## src/hw/rtl/cache_tag_lru_controller_core_defines.svh

```systemverilog
// ----------------------------------------------------------------------------
// Cache tag and LRU controller: assertion macros
// Shared assertion macros for the cache tag and LRU controller.
// ----------------------------------------------------------------------------
`ifndef CACHE_TAG_LRU_CONTROLLER_CORE_DEFINES_SVH
`define CACHE_TAG_LRU_CONTROLLER_CORE_DEFINES_SVH

// Checks that cons holds in the same cycle whenever ante holds.
`define CTLC_CHECK_NOW(name, clk_s, rst_s, ante, cons, msg) \
  name: assert property (@(posedge clk_s) disable iff (rst_s) (ante) |-> (cons)) \
    else $error(msg);

// Checks that cons holds in the cycle after ante holds.
`define CTLC_CHECK_NEXT(name, clk_s, rst_s, ante, cons, msg) \
  name: assert property (@(posedge clk_s) disable iff (rst_s) (ante) |=> (cons)) \
    else $error(msg);

`endif

```

## src/hw/rtl/ctlc_pkg.sv

```systemverilog
// ----------------------------------------------------------------------------
// ctlc_pkg
// Sizes, types and state codes shared by the cache tag controller modules.
// ----------------------------------------------------------------------------
package ctlc_pkg;

  localparam int LINES  = 16;
  localparam int IDX_W  = $clog2(LINES);
  localparam int RANK_W = IDX_W;
  localparam int ADDR_W = 16;
  localparam int LINE_W = 4;

  // Reciprocal used to take the address modulo the line count.
  localparam int DM_SHIFT = ADDR_W + IDX_W;
  localparam int PROD_W   = ADDR_W + DM_SHIFT;
  localparam longint DM_RECIP = (64'(1) << DM_SHIFT) / LINES;

  localparam logic [RANK_W-1:0] RANK_MAX = RANK_W'(LINES - 1);

  typedef enum logic [1:0] {
    ST_IDLE,
    ST_LOOK,
    ST_SCAN,
    ST_UPDATE
  } state_t;

  typedef struct packed {
    logic              valid;
    logic [ADDR_W-1:0] tag;
    logic [RANK_W-1:0] rank;
  } cell_state_t;

  typedef struct packed {
    logic              have;
    logic [RANK_W-1:0] rank;
    logic [IDX_W-1:0]  idx;
  } scan_t;

  typedef struct packed {
    logic              en;
    logic [IDX_W-1:0]  idx;
    logic [RANK_W-1:0] mine;
    logic              touch;
    logic              clear_rank;
    logic              fill;
    logic [ADDR_W-1:0] tag;
  } upd_cmd_t;

endpackage

```

## src/hw/rtl/cache_tag_lru_controller_core.sv

```systemverilog
// ----------------------------------------------------------------------------
// cache_tag_lru_controller_core
// Tag lookup and replacement engine of a write-through, write-allocate
// word cache, built as a row of line cells.
// ----------------------------------------------------------------------------
//
//  Channel   Handshake             Payload
//  -------   -------------------   -----------------------------------------
//  request   in_valid / in_ready   op, address
//  result    out_valid / out_ready hit, line, memory_read, memory_write,
//                                  evicted_valid, evicted_address
//  config    cfg_valid / cfg_ready cfg_data (mapping mode)
//
// A request goes from lookup straight to update when it hits, when an
// empty line can be filled, or in direct-mapped mode. An associative miss
// with every line valid waits in the scan state in between, since the oldest
// line is found by a search wave that moves one cell per cycle.
// A new request is accepted in the update cycle of the previous one, while
// a finished result may still sit in the output register.
// Reset is synchronous and empties all lines; a full output register holds
// the update cycle until the result is taken.
// ----------------------------------------------------------------------------
`include "cache_tag_lru_controller_core_defines.svh"

module cache_tag_lru_controller_core (
  input  logic                          clk,
  input  logic                          rst,
  input  logic                          in_valid,
  output logic                          in_ready,
  input  logic                          op,
  input  logic [ctlc_pkg::ADDR_W-1:0]   address,
  output logic                          out_valid,
  input  logic                          out_ready,
  output logic                          hit,
  output logic [ctlc_pkg::LINE_W-1:0]   line,
  output logic                          memory_read,
  output logic                          memory_write,
  output logic                          evicted_valid,
  output logic [ctlc_pkg::ADDR_W-1:0]   evicted_address,
  input  logic                          cfg_valid,
  output logic                          cfg_ready,
  input  logic                          cfg_data
);

  // Index of the lowest set bit. The lowest bit is isolated with a single
  // add, then encoded by OR-ing the indices of independent bits.
  function automatic logic [ctlc_pkg::IDX_W-1:0] lowest_index(
    input logic [ctlc_pkg::LINES-1:0] v
  );
    logic [ctlc_pkg::LINES-1:0] iso;
    logic [ctlc_pkg::IDX_W-1:0] r;
    iso = v & (~v + ctlc_pkg::LINES'(1));
    r   = '0;
    for (int k = 0; k < ctlc_pkg::LINES; k++) begin
      if (iso[k]) begin
        r = r | ctlc_pkg::IDX_W'(k);
      end
    end
    return r;
  endfunction

  ctlc_pkg::state_t               state, state_next;
  logic                           mapping_mode;

  // Request registers, loaded when a request is accepted.
  logic                           req_op;
  logic [ctlc_pkg::ADDR_W-1:0]    req_addr;
  logic [ctlc_pkg::ADDR_W-1:0]    req_qhat;
  logic [ctlc_pkg::PROD_W-1:0]    qprod;

  // Decision registers handed from lookup or scan to the update cycle.
  logic [ctlc_pkg::IDX_W-1:0]     upd_idx, upd_idx_next;
  logic                           upd_hit, upd_hit_next;
  logic [ctlc_pkg::IDX_W-1:0]     scan_cnt, scan_cnt_next;

  logic                           accept;
  logic                           upd_fire;

  ctlc_pkg::cell_state_t          cell_st [ctlc_pkg::LINES];
  ctlc_pkg::scan_t                scan_link [ctlc_pkg::LINES+1];
  logic [ctlc_pkg::LINES-1:0]     valid_vec;
  logic [ctlc_pkg::LINES-1:0]     match_vec;
  ctlc_pkg::upd_cmd_t             cmd;
  ctlc_pkg::cell_state_t          sel_state;

  // Direct-mapped line: address minus an estimated quotient times LINES.
  // The estimate is low by at most one, so one correction step suffices.
  logic [ctlc_pkg::IDX_W:0]       dm_rem;
  logic [ctlc_pkg::IDX_W-1:0]     dm_idx;

  assign cfg_ready = 1'b1;
  assign accept    = in_valid && in_ready;

  assign qprod = ctlc_pkg::PROD_W'(address) * ctlc_pkg::PROD_W'(ctlc_pkg::DM_RECIP);

  assign dm_rem = (ctlc_pkg::IDX_W+1)'(req_addr -
                  ctlc_pkg::ADDR_W'(req_qhat * ctlc_pkg::LINES));
  assign dm_idx = (dm_rem >= (ctlc_pkg::IDX_W+1)'(ctlc_pkg::LINES)) ?
                  ctlc_pkg::IDX_W'(dm_rem - (ctlc_pkg::IDX_W+1)'(ctlc_pkg::LINES)) :
                  ctlc_pkg::IDX_W'(dm_rem);

  // The search wave enters the first cell with no candidate.
  assign scan_link[0] = '0;

  for (genvar g = 0; g < ctlc_pkg::LINES; g++) begin : g_cell
    ctlc_cell u_cell (
      .clk         (clk),
      .rst         (rst),
      .cell_index  (ctlc_pkg::IDX_W'(g)),
      .lookup_addr (req_addr),
      .cmd         (cmd),
      .scan_in     (scan_link[g]),
      .scan_out    (scan_link[g+1]),
      .status      (cell_st[g]),
      .match_hit   (match_vec[g])
    );
    assign valid_vec[g] = cell_st[g].valid;
  end

  assign sel_state = cell_st[upd_idx];

  // In associative mode the touched line is aged to the top rank and lines
  // above its old rank move down; in direct-mapped mode a write clears the
  // rank of its line. A miss always fills the chosen line.
  always_comb begin
    cmd.en         = upd_fire;
    cmd.idx        = upd_idx;
    cmd.mine       = sel_state.rank;
    cmd.touch      = !mapping_mode;
    cmd.clear_rank = mapping_mode && req_op;
    cmd.fill       = !upd_hit;
    cmd.tag        = req_addr;
  end

  // Controller: lookup decides the line unless every line is valid on an
  // associative miss, in which case the search wave is awaited.
  always_comb begin
    state_next    = state;
    upd_idx_next  = upd_idx;
    upd_hit_next  = upd_hit;
    scan_cnt_next = scan_cnt;
    upd_fire      = 1'b0;
    in_ready      = 1'b0;
    case (state)
      ctlc_pkg::ST_IDLE: begin
        in_ready = 1'b1;
        if (in_valid) begin
          state_next = ctlc_pkg::ST_LOOK;
        end
      end
      ctlc_pkg::ST_LOOK: begin
        if (mapping_mode) begin
          upd_idx_next = dm_idx;
          upd_hit_next = match_vec[dm_idx];
          state_next   = ctlc_pkg::ST_UPDATE;
        end else if (|match_vec) begin
          upd_idx_next = lowest_index(match_vec);
          upd_hit_next = 1'b1;
          state_next   = ctlc_pkg::ST_UPDATE;
        end else if (!(&valid_vec)) begin
          upd_idx_next = lowest_index(~valid_vec);
          upd_hit_next = 1'b0;
          state_next   = ctlc_pkg::ST_UPDATE;
        end else begin
          upd_hit_next  = 1'b0;
          scan_cnt_next = ctlc_pkg::IDX_W'(ctlc_pkg::LINES - 1);
          state_next    = ctlc_pkg::ST_SCAN;
        end
      end
      ctlc_pkg::ST_SCAN: begin
        if (scan_cnt == '0) begin
          upd_idx_next = scan_link[ctlc_pkg::LINES].idx;
          state_next   = ctlc_pkg::ST_UPDATE;
        end else begin
          scan_cnt_next = scan_cnt - 1'b1;
        end
      end
      ctlc_pkg::ST_UPDATE: begin
        upd_fire = !out_valid || out_ready;
        in_ready = upd_fire;
        if (upd_fire) begin
          state_next = in_valid ? ctlc_pkg::ST_LOOK : ctlc_pkg::ST_IDLE;
        end
      end
      default: begin
        state_next = ctlc_pkg::ST_IDLE;
      end
    endcase
  end

  always_ff @(posedge clk) begin
    if (rst) begin
      state        <= ctlc_pkg::ST_IDLE;
      mapping_mode <= 1'b0;
      out_valid    <= 1'b0;
    end else begin
      state <= state_next;
      if (cfg_valid && cfg_ready) begin
        mapping_mode <= cfg_data;
      end
      if (upd_fire) begin
        out_valid <= 1'b1;
      end else if (out_ready) begin
        out_valid <= 1'b0;
      end
    end
  end

  always_ff @(posedge clk) begin
    upd_idx  <= upd_idx_next;
    upd_hit  <= upd_hit_next;
    scan_cnt <= scan_cnt_next;
    if (accept) begin
      req_op   <= op;
      req_addr <= address;
      req_qhat <= qprod[ctlc_pkg::PROD_W-1:ctlc_pkg::DM_SHIFT];
    end
  end

  // Result register. An eviction is a miss on a line that was valid.
  always_ff @(posedge clk) begin
    if (upd_fire) begin
      hit             <= upd_hit;
      line            <= ctlc_pkg::LINE_W'(upd_idx);
      memory_read     <= !upd_hit && !req_op;
      memory_write    <= req_op;
      evicted_valid   <= !upd_hit && sel_state.valid;
      evicted_address <= (!upd_hit && sel_state.valid) ? sel_state.tag : '0;
    end
  end

  `CTLC_CHECK_NOW(a_hit_no_refill, clk, rst, out_valid && hit, !memory_read && !evicted_valid, "hit result reports a refill or an eviction")
  `CTLC_CHECK_NOW(a_scan_only_when_full, clk, rst, state == ctlc_pkg::ST_SCAN, &valid_vec, "replacement search started with an empty line available")
  `CTLC_CHECK_NEXT(a_accept_to_lookup, clk, rst, accept, state == ctlc_pkg::ST_LOOK, "accepted request did not enter lookup")
  `CTLC_CHECK_NEXT(a_touch_top_rank, clk, rst, upd_fire && !mapping_mode, sel_state.rank == ctlc_pkg::RANK_MAX, "touched line did not reach the top rank")

endmodule

```

## src/hw/rtl/ctlc_cell.sv

```systemverilog
// ----------------------------------------------------------------------------
// ctlc_cell
// One cache line: tag, valid bit and usage rank, with a stage of the
// least-recently-used search chain.
// ----------------------------------------------------------------------------
module ctlc_cell (
  input  logic                         clk,
  input  logic                         rst,
  input  logic [ctlc_pkg::IDX_W-1:0]   cell_index,
  input  logic [ctlc_pkg::ADDR_W-1:0]  lookup_addr,
  input  ctlc_pkg::upd_cmd_t           cmd,
  input  ctlc_pkg::scan_t              scan_in,
  output ctlc_pkg::scan_t              scan_out,
  output ctlc_pkg::cell_state_t        status,
  output logic                         match_hit
);

  logic                          valid;
  logic [ctlc_pkg::ADDR_W-1:0]   tag;
  logic [ctlc_pkg::RANK_W-1:0]   rank;
  logic                          sel;
  ctlc_pkg::scan_t               scan_next;

  assign sel       = (cmd.idx == cell_index);
  assign match_hit = valid && (tag == lookup_addr);
  assign status    = '{valid: valid, tag: tag, rank: rank};

  // A valid line with a smaller rank than everything to its left wins;
  // equal ranks keep the lower index.
  always_comb begin
    scan_next = scan_in;
    if (valid && (!scan_in.have || rank < scan_in.rank)) begin
      scan_next = '{have: 1'b1, rank: rank, idx: cell_index};
    end
  end

  always_ff @(posedge clk) begin
    scan_out <= scan_next;
  end

  always_ff @(posedge clk) begin
    if (rst) begin
      valid <= 1'b0;
      rank  <= '0;
    end else if (cmd.en) begin
      if (cmd.touch) begin
        if (sel) begin
          rank <= ctlc_pkg::RANK_MAX;
        end else if (valid && rank > cmd.mine) begin
          rank <= rank - 1'b1;
        end
      end else if (cmd.clear_rank && sel) begin
        rank <= '0;
      end
      if (cmd.fill && sel) begin
        valid <= 1'b1;
      end
    end
  end

  always_ff @(posedge clk) begin
    if (cmd.en && cmd.fill && sel) begin
      tag <= cmd.tag;
    end
  end

endmodule

```

## config.mk

```make
export PLATFORM = sky130hd
export DESIGN_NAME = cache_tag_lru_controller_core
export DESIGN_NICKNAME = d
export VERILOG_FILES = /design/src/hw/rtl/ctlc_pkg.sv /design/src/hw/rtl/cache_tag_lru_controller_core.sv /design/src/hw/rtl/ctlc_cell.sv
export VERILOG_INCLUDE_DIRS = /design/src /design/src/hw/rtl
export SDC_FILE = /design/constraint.sdc
export NUM_CORES = 1
export LEC_CHECK = 0
export ABC_AREA = 1
export BUFFER_PORTS_ARGS = -buffer_cell sky130_fd_sc_hd__buf_2
export CAP_MARGIN = 5
export CORE_MARGIN = 5
export CORE_UTILIZATION = 46
export CTS_CLUSTER_DIAMETER = 50
export DETAILED_ROUTE_END_ITERATION = 10
export SYNTH_ARGS = -nofsm -noshare
export SYNTH_HDL_FRONTEND = slang
export SYNTH_HIERARCHICAL = 1
export SYNTH_SLANG_ARGS = --single-unit
```

## constraint.sdc

```tcl
create_clock -name clk -period 4.1 [get_ports clk]
set_clock_uncertainty 0.15 [all_clocks]
set_input_delay 0.205 -clock clk [delete_from_list [all_inputs] [get_ports clk]]
set_output_delay 0.205 -clock clk [all_outputs]
set_load 0.02 [all_outputs]
```

==> summary by stage, run 1 <==
Outcome
The flow ran to the end, and the final reports show no timing, DRC or antenna violations.

Die
The initial standard-cell utilization of the core is 46.34%. 50 I/O pins were placed. The floorplan step defined a die boundary enclosing 74450 µm². The die is 272.9 µm wide. From bottom edge to top edge, the die measures 272.9 µm. The core box area is 68590 µm². The floorplan row count is 96.

Place
The post-placement cell area is 33630 µm². Counting tap cells, the placed design contains a total of 4954 instances. OpenSTA, run right after detailed placement, puts the worst setup slack at 0.5003 ns. The count of buffers added on input and output ports is 48. Detailed placement finished with a half-perimeter wire length of 63.50 mm.

The final RePlAce weighted congestion is 0.9049.

Setup path
For the worst setup path, the data arrival time is 3.83 ns. The depth of the worst register-to-register path is 12. Of all nets on the critical path, the largest fanout is 25. The peak per-stage delay on the critical path is 0.89 ns. The signal on the critical path passes through buf_4, buf_4, o22ai_1, nor2_1, nand3_1, nor2_1, inv_1, nand4_1, nor2_1, nand2_1, inv_2, a41oi_1. Across all register-to-register paths, the minimum setup slack is 0.36 ns.

The worst setup path is of the flop to flop kind. The critical path capture point type is a flop. The worst register-to-register path ends at upd_idx[0]. The worst-path cell with the longest stage delay is sky130_fd_sc_hd__edfxtp_1.

The critical path starts at req_addr[12]. The cell with the most instances on the worst path is sky130_fd_sc_hd__nor2_1. STA classifies the critical path startpoint as a flop. STA puts the critical path data required time at 4.19 ns. The reg-to-reg startpoint is req_addr[12].

Synthesis
The number of warning messages in the yosys log is 6. The netlist area before placement is 31780 µm². The post-synthesis cell count is 3873. The synthesized area per cell is 8.206 µm².

GRT
The initial antenna violation count is 4. The first-pass GRT wire length is 140.7 mm. Global routing used 23.96% of the available tracks across all layers. The via count of the first global-routing pass came to 24.70k. Entering global routing, the biggest net connects 144 pins. The total congestion overflow after global routing is 0.

STA
For the final routed database, the setup TNS stands at 0 ns. The number of failing hold endpoints at the final stage is 0. Setup slack closes at 0.3598 ns. Setup repair after global routing left no endpoint under its margin. For the pin with the worst max-slew slack, the measured transition is 1.096 ns. The number of failing setup endpoints in the final timing report is 0. Measured against its own limit, the worst slew margin works out to 26.87%. The clock period minus final worst setup slack is 3.740 ns. Across all hold checks on the routed design, the worst slack comes to 0.1140 ns. The final max-slew violation count came to 0. The share of the cycle needed by the critical path after routing is 91.22%. For this run, the top clock speed supported by timing is 267.4 MHz.

Pwr
The leakage dissipation is 17.28 nW. Dividing total power by cell area gives a power density of 608.6 nW/µm². IR analysis of the VDD net gives a maximum drop of 0.0008366 V.

Cells and area
The post-route netlist has 17.42% of its cells at a drive strength greater than 1. Leaving out fill and tap cells, the most frequent cell in the layout is sky130_fd_sc_hd__nand2_1. The top cell types in the final layout, fill and taps aside, are sky130_fd_sc_hd__nand2_1, sky130_fd_sc_hd__inv_1, sky130_fd_sc_hd__nor2_1. The number of standard cells in the final layout excluding fillers is 5117.

The layout-stage area growth over the synthesis result is 14.56%. The final design area excluding fillers is 36410 µm². In the final design database the tool counted 4279 nets.

Clocking
The worst-case clock buffer depth is 3. The clock input transition at the sequential cells of the worst setup and hold paths is 0.06 ns. The CTS tree is done.

The number of buffers added by the clock tree synthesis step is 75. Counting every sink on the clock net gives 529. For the worst-skew pair, the clock arrives at the later sink with an insertion delay of 0.62 ns.

Gates resized during post-CTS repair numbered 0. The post-CTS setup buffer count is 0. The H-tree was split into 3 levels. The root buffer cell is sky130_fd_sc_hd__clkbuf_16.

Route
The number of remaining DRC errors is 0. The remaining number of nets flagged by the antenna check after routing is 0. Dividing the detail-routed wire length by the instance count gives 17.81 µm. In this run, the number of DRC markers left after iteration 0 of detailed routing was 2250.

After detailed routing, the number of vias per cell comes to 5.154. The total wire length after detailed routing is 91.12 mm. The total vias in the final route is 26.37k. Before antenna repair, the detailed router went through 6 iterations.

Hold path
The launch instance of the worst min-delay path is rst. The tightest min-delay check is of the input port to flop type. For hold timing, the worst endpoint is state[0]. The worst hold path stage count is 4.

Flow run
The max-cap check violation count is 0.
per-layer routing:
layer / share of wire [%] / global-route usage (%)
met2: 46 / 38.57
met5: 0 / 0
met4: 2.4 / 5.977
met3: 6.9 / 4.232
met1: 45 / 33.75
final cells by class:
class | count | area [µm²]
tap | 931 | 1165
multi-input combinational | 2738 | 15560
timing repair buffer | 135 | 1051
clock buffer | 85 | 1977
fill | 6514 | 32180
inverter | 644 | 2425
antenna | 2 | 5.005
clock inverter | 53 | 569.3
sequential | 529 | 13650
worst max-delay path by stage:
stage | endpoint | cells past startpoint
global route | scan_cnt[0] | 17
floorplan | g_cell[3].u_cell/rank[0] | 19
detailed placement | scan_cnt[1] | 17
CTS | upd_idx[0] | 12
finish | upd_idx[0] | 12
global placement | upd_idx[0] | 12
through the flow:
stage / total power, mW / utilization, %
6_report: 22.16 / 53.09
5_1_grt: 23.52 / 53.08
4_1_cts: 22.18 / 53.08
3_5_place_dp: 15.50 / 49.03
3_3_place_gp: 15.44 / 49.03
2_1_floorplan: 12.82 / -
worst max-delay path: cells and delay by family, from the launching register on:
family	cells	cell delay, ns
and+or+nand+nor	6	1.02
DFF	1	0.89
buffers and inverters	4	0.74
AOI/OAI and AO/OA	2	0.54
state kept, by name (all words and copies together) (netlist names), 2 cells and up:
| signal | cells |
|---|---|
| g_cell.u_cell/tag | 256 |
| g_cell.u_cell/scan_out | 139 |
| g_cell.u_cell/rank | 64 |
| evicted_address | 16 |
| g_cell.u_cell/valid | 16 |
| req_addr | 16 |
| line | 4 |
| scan_cnt | 4 |
| upd_idx | 4 |
| state | 2 |
power breakdown:
part           leakage, nW  switching, mW  internal (mW)
registers             4.61          0.416           6.31
clock network         1.24           2.60           4.03
logic                 11.4           6.03           2.78
total                 17.3           9.05           13.1
timing repair:
action / CTS / global route
hold endpoints to repair: 21 / 0
hold buffers: 23 / 0
endpoints found under the setup margin: 0 / 0
(Power assumes the default switching activity.)
==> run 2, diff against run 1 <==
--- a/config.mk
+++ b/config.mk
@@ -13,6 +13,7 @@
 export CORE_UTILIZATION = 46
 export CTS_CLUSTER_DIAMETER = 50
 export DETAILED_ROUTE_END_ITERATION = 10
+export MAX_ROUTING_LAYER = met4
 export SYNTH_ARGS = -nofsm -noshare
 export SYNTH_HDL_FRONTEND = slang
 export SYNTH_HIERARCHICAL = 1
==> summary by stage, run 2 (synthesized netlist as in run 1, its figures left out) <==
STA
Setup repair after global routing left no endpoint under its margin. Setup violations remaining at the end of the flow were counted as 0. The slew at the pin closest to its max-slew limit is 1.051 ns. In this run the tightest slew margin relative to its limit is 29.88%. The maximum frequency from static timing analysis is 266.6 MHz. For the final routed database, the setup TNS stands at 0 ns.

The number of failing hold endpoints at the final stage is 0. On the final layout, the worst hold slack is 0.1191 ns. The share of the cycle needed by the critical path after routing is 91.47%. The final max-slew violation count is 0. The clock period minus final worst setup slack is 3.750 ns.

Cells and area
The fraction of final layout cells sized beyond drive strength 1 is 17.38%. The library cell used most frequently in the layout, excluding fill and tap cells, is sky130_fd_sc_hd__nand2_1. Once layout is complete, the cells apart from fillers number 5116. After filler insertion, the fill cell instance count of the layout stands at 6509. For this run, the post-layout net count is 4280. g_cell.u_cell/tag holds more flip-flops than any other register. The top cell types in the final layout, fill and taps aside, are sky130_fd_sc_hd__nand2_1, sky130_fd_sc_hd__inv_1, sky130_fd_sc_hd__nor2_1.

The area of all sequential standard cells is 13650 µm². The area of combinational cells with multiple inputs is 15560 µm². Compared with the post-synthesis result, the final layout area differs by 14.26%. In the final layout, the registers with the most flip-flops are g_cell.u_cell/tag x256, g_cell.u_cell/scan_out x139, g_cell.u_cell/rank x64. The flip-flop count of the largest register, all copies and words added is 256.

Die
The total area inside the core boundary comes to 68590 µm². The die covers 74450 µm². The number of top-level pins is 50. In this run the vertical extent of the chip is 272.9 µm. The initial standard-cell utilization of the core is 46.34%. After floorplanning, the core was divided into 96 placement rows.

The floorplan step set the die width to 272.9 µm.

GRT
After global routing the overflow that remains totals 0. The maximum number of pins on one net before global-route repair is 139. The initial antenna violation count is 3. The combined global-route utilization of all metal layers is 24.73%. The first global-routing pass estimated 141.4 mm of wire.

The via count of the first global-routing pass was 24.83k.

Clocking
In this run the clock root is driven by a sky130_fd_sc_hd__clkbuf_16. The CTS sink count is 529. The number of buffers added to fix hold violations after cts is 23. The number of clock buffers added by TritonCTS is 76. The CTS tree is done. The worst-case clock buffer depth is 3. The clock latency of the later-clocked register in the worst-skew pair is 0.62 ns.

After clock tree synthesis, the repair step resized 0 gates. After clock tree synthesis, the clock-pin slew on the worst setup and hold paths is 0.06 ns. The post-CTS setup buffer count is 0. CTS built an H-tree with a depth of 3.

Setup path
Walking the worst path, the cells encountered are inv_1, nand2_1, nand3_1, nor3_1, nand4_1, nor2_1, nor2_2, nand2_1, nor2_2, nand2_1, nor2_1, nand2_1, inv_2, a41oi_1. By instance count, the cell type seen most on the critical path is sky130_fd_sc_hd__nand2_1. Tracing the worst setup path back leads to its startpoint at req_addr[1].

The category of the worst setup path launch point is a flop. The worst-path cell with the longest stage delay is sky130_fd_sc_hd__edfxtp_1. The capture instance of the worst register-to-register path is upd_idx[1]. STA classifies the critical path endpoint as a flop.

The peak per-stage delay on the critical path is 0.95 ns. The arrival time of the worst setup path is 3.84 ns. The critical setup path kind is flop to flop. For the worst flop-to-flop path, the logic depth is 14. In this run the worst setup path terminates at upd_idx[1]. The worst register-to-register path begins at req_addr[1]. The reg2reg setup slack is 0.35 ns.

At the worst endpoint, the required time is 4.19 ns. In this run the worst path has a maximum fanout of 25.

Route
The remaining number of nets flagged by the antenna check after routing is 0. The total wire length after detailed routing is 90.69 mm. Signal routing reaches up to met4. After detailed routing, the number of remaining DRC violations is 0. In the routed layout, each cell is associated on average with a via count of 5.148. The routed length on met2 is 40.62 mm. Across all layers, the routed design uses 26.34k vias. The iteration count of the initial detailed-routing pass is 6.

The wire length on met3 is 6.731 mm. The met1 wire length is 40.76 mm. In this run, the number of DRC markers left after iteration 0 of detailed routing was 2469. In the final routed layout, each cell accounts on average for 17.73 µm.

Place
The count of buffers added on input and output ports is 48. The final RePlAce weighted congestion is 0.9154. Once placement completed, the tool counted placed cells totaling 4954.

Detailed placement ended at an HPWL of 63.68 mm.

Pwr
The leakage dissipation is 17.24 nW. The worst-case IR drop observed on VDD is 0.0006076 V. The power per cell area is 602.5 nW/µm².

Flow run
The tool flagged a number of max-cap violations equal to 0.

Hold path
The path class of the tightest hold or removal check is input port to flop.

Outcome
The run finished with clean final reports.
run 2: metrics by stage:
stage | setup WS, ns | utilization, % | cell area, µm² | power [mW]
final | 0.3496 | 52.95 | 36310 | 21.88
after global routing | 0.1224 | 52.95 | 36310 | 23.30
after CTS | 0.3558 | 52.94 | 36310 | 21.95
after detailed placement | 0.4162 | 49.01 | 33620 | 15.51
after global placement | 0.4353 | 49.01 | 33620 | 15.44
after floorplan | 0.7480 | - | 32310 | 12.82
run 2: worst min-delay path by stage:
stage	cells past startpoint	startpoint	to
final	4	rst	state[0]
after CTS	4	rst	state[0]
after detailed placement	1	op	req_op
after global routing	2	address[5]	req_addr[5]
after floorplan	1	rst	out_valid
after global placement	1	address[14]	req_addr[14]
run 2: worst max-delay path, delay by kind of cell (launching register included):
family / cells / cell delay [ns]
AOI/OAI and AO/OA: 1 / 0.44
buffers and inverters: 2 / 0.21
DFF: 1 / 0.95
and+or+nand+nor: 11 / 1.61
run 2: power by group:
part,leakage [nW],internal [mW],switching (mW)
Clock,1.21,3.80,2.55
Combinational,11.4,2.77,6.04
Sequential,4.61,6.31,0.413
Total,17.2,12.9,9.00
run 2: area by class of cell:
cell class | instances | area share, %
clock inverter | 45 | 1.154
clock buffer | 92 | 5.627
multi-input combinational | 2738 | 42.86
inverter | 644 | 6.677
sequential | 529 | 37.60
tap | 931 | 3.208
antenna | 2 | 0.01378
timing repair buffer | 135 | 2.860
run 2: metal layers:
| metal | up-vias | track usage, % |
|---|---|---|
| li1 | 13140 | - |
| met1 | 12120 | 33.70 |
| met2 | 889 | 37.97 |
| met3 | 188 | 4.653 |
| met4 | 0 | 7.045 |
| met5 | - | - |
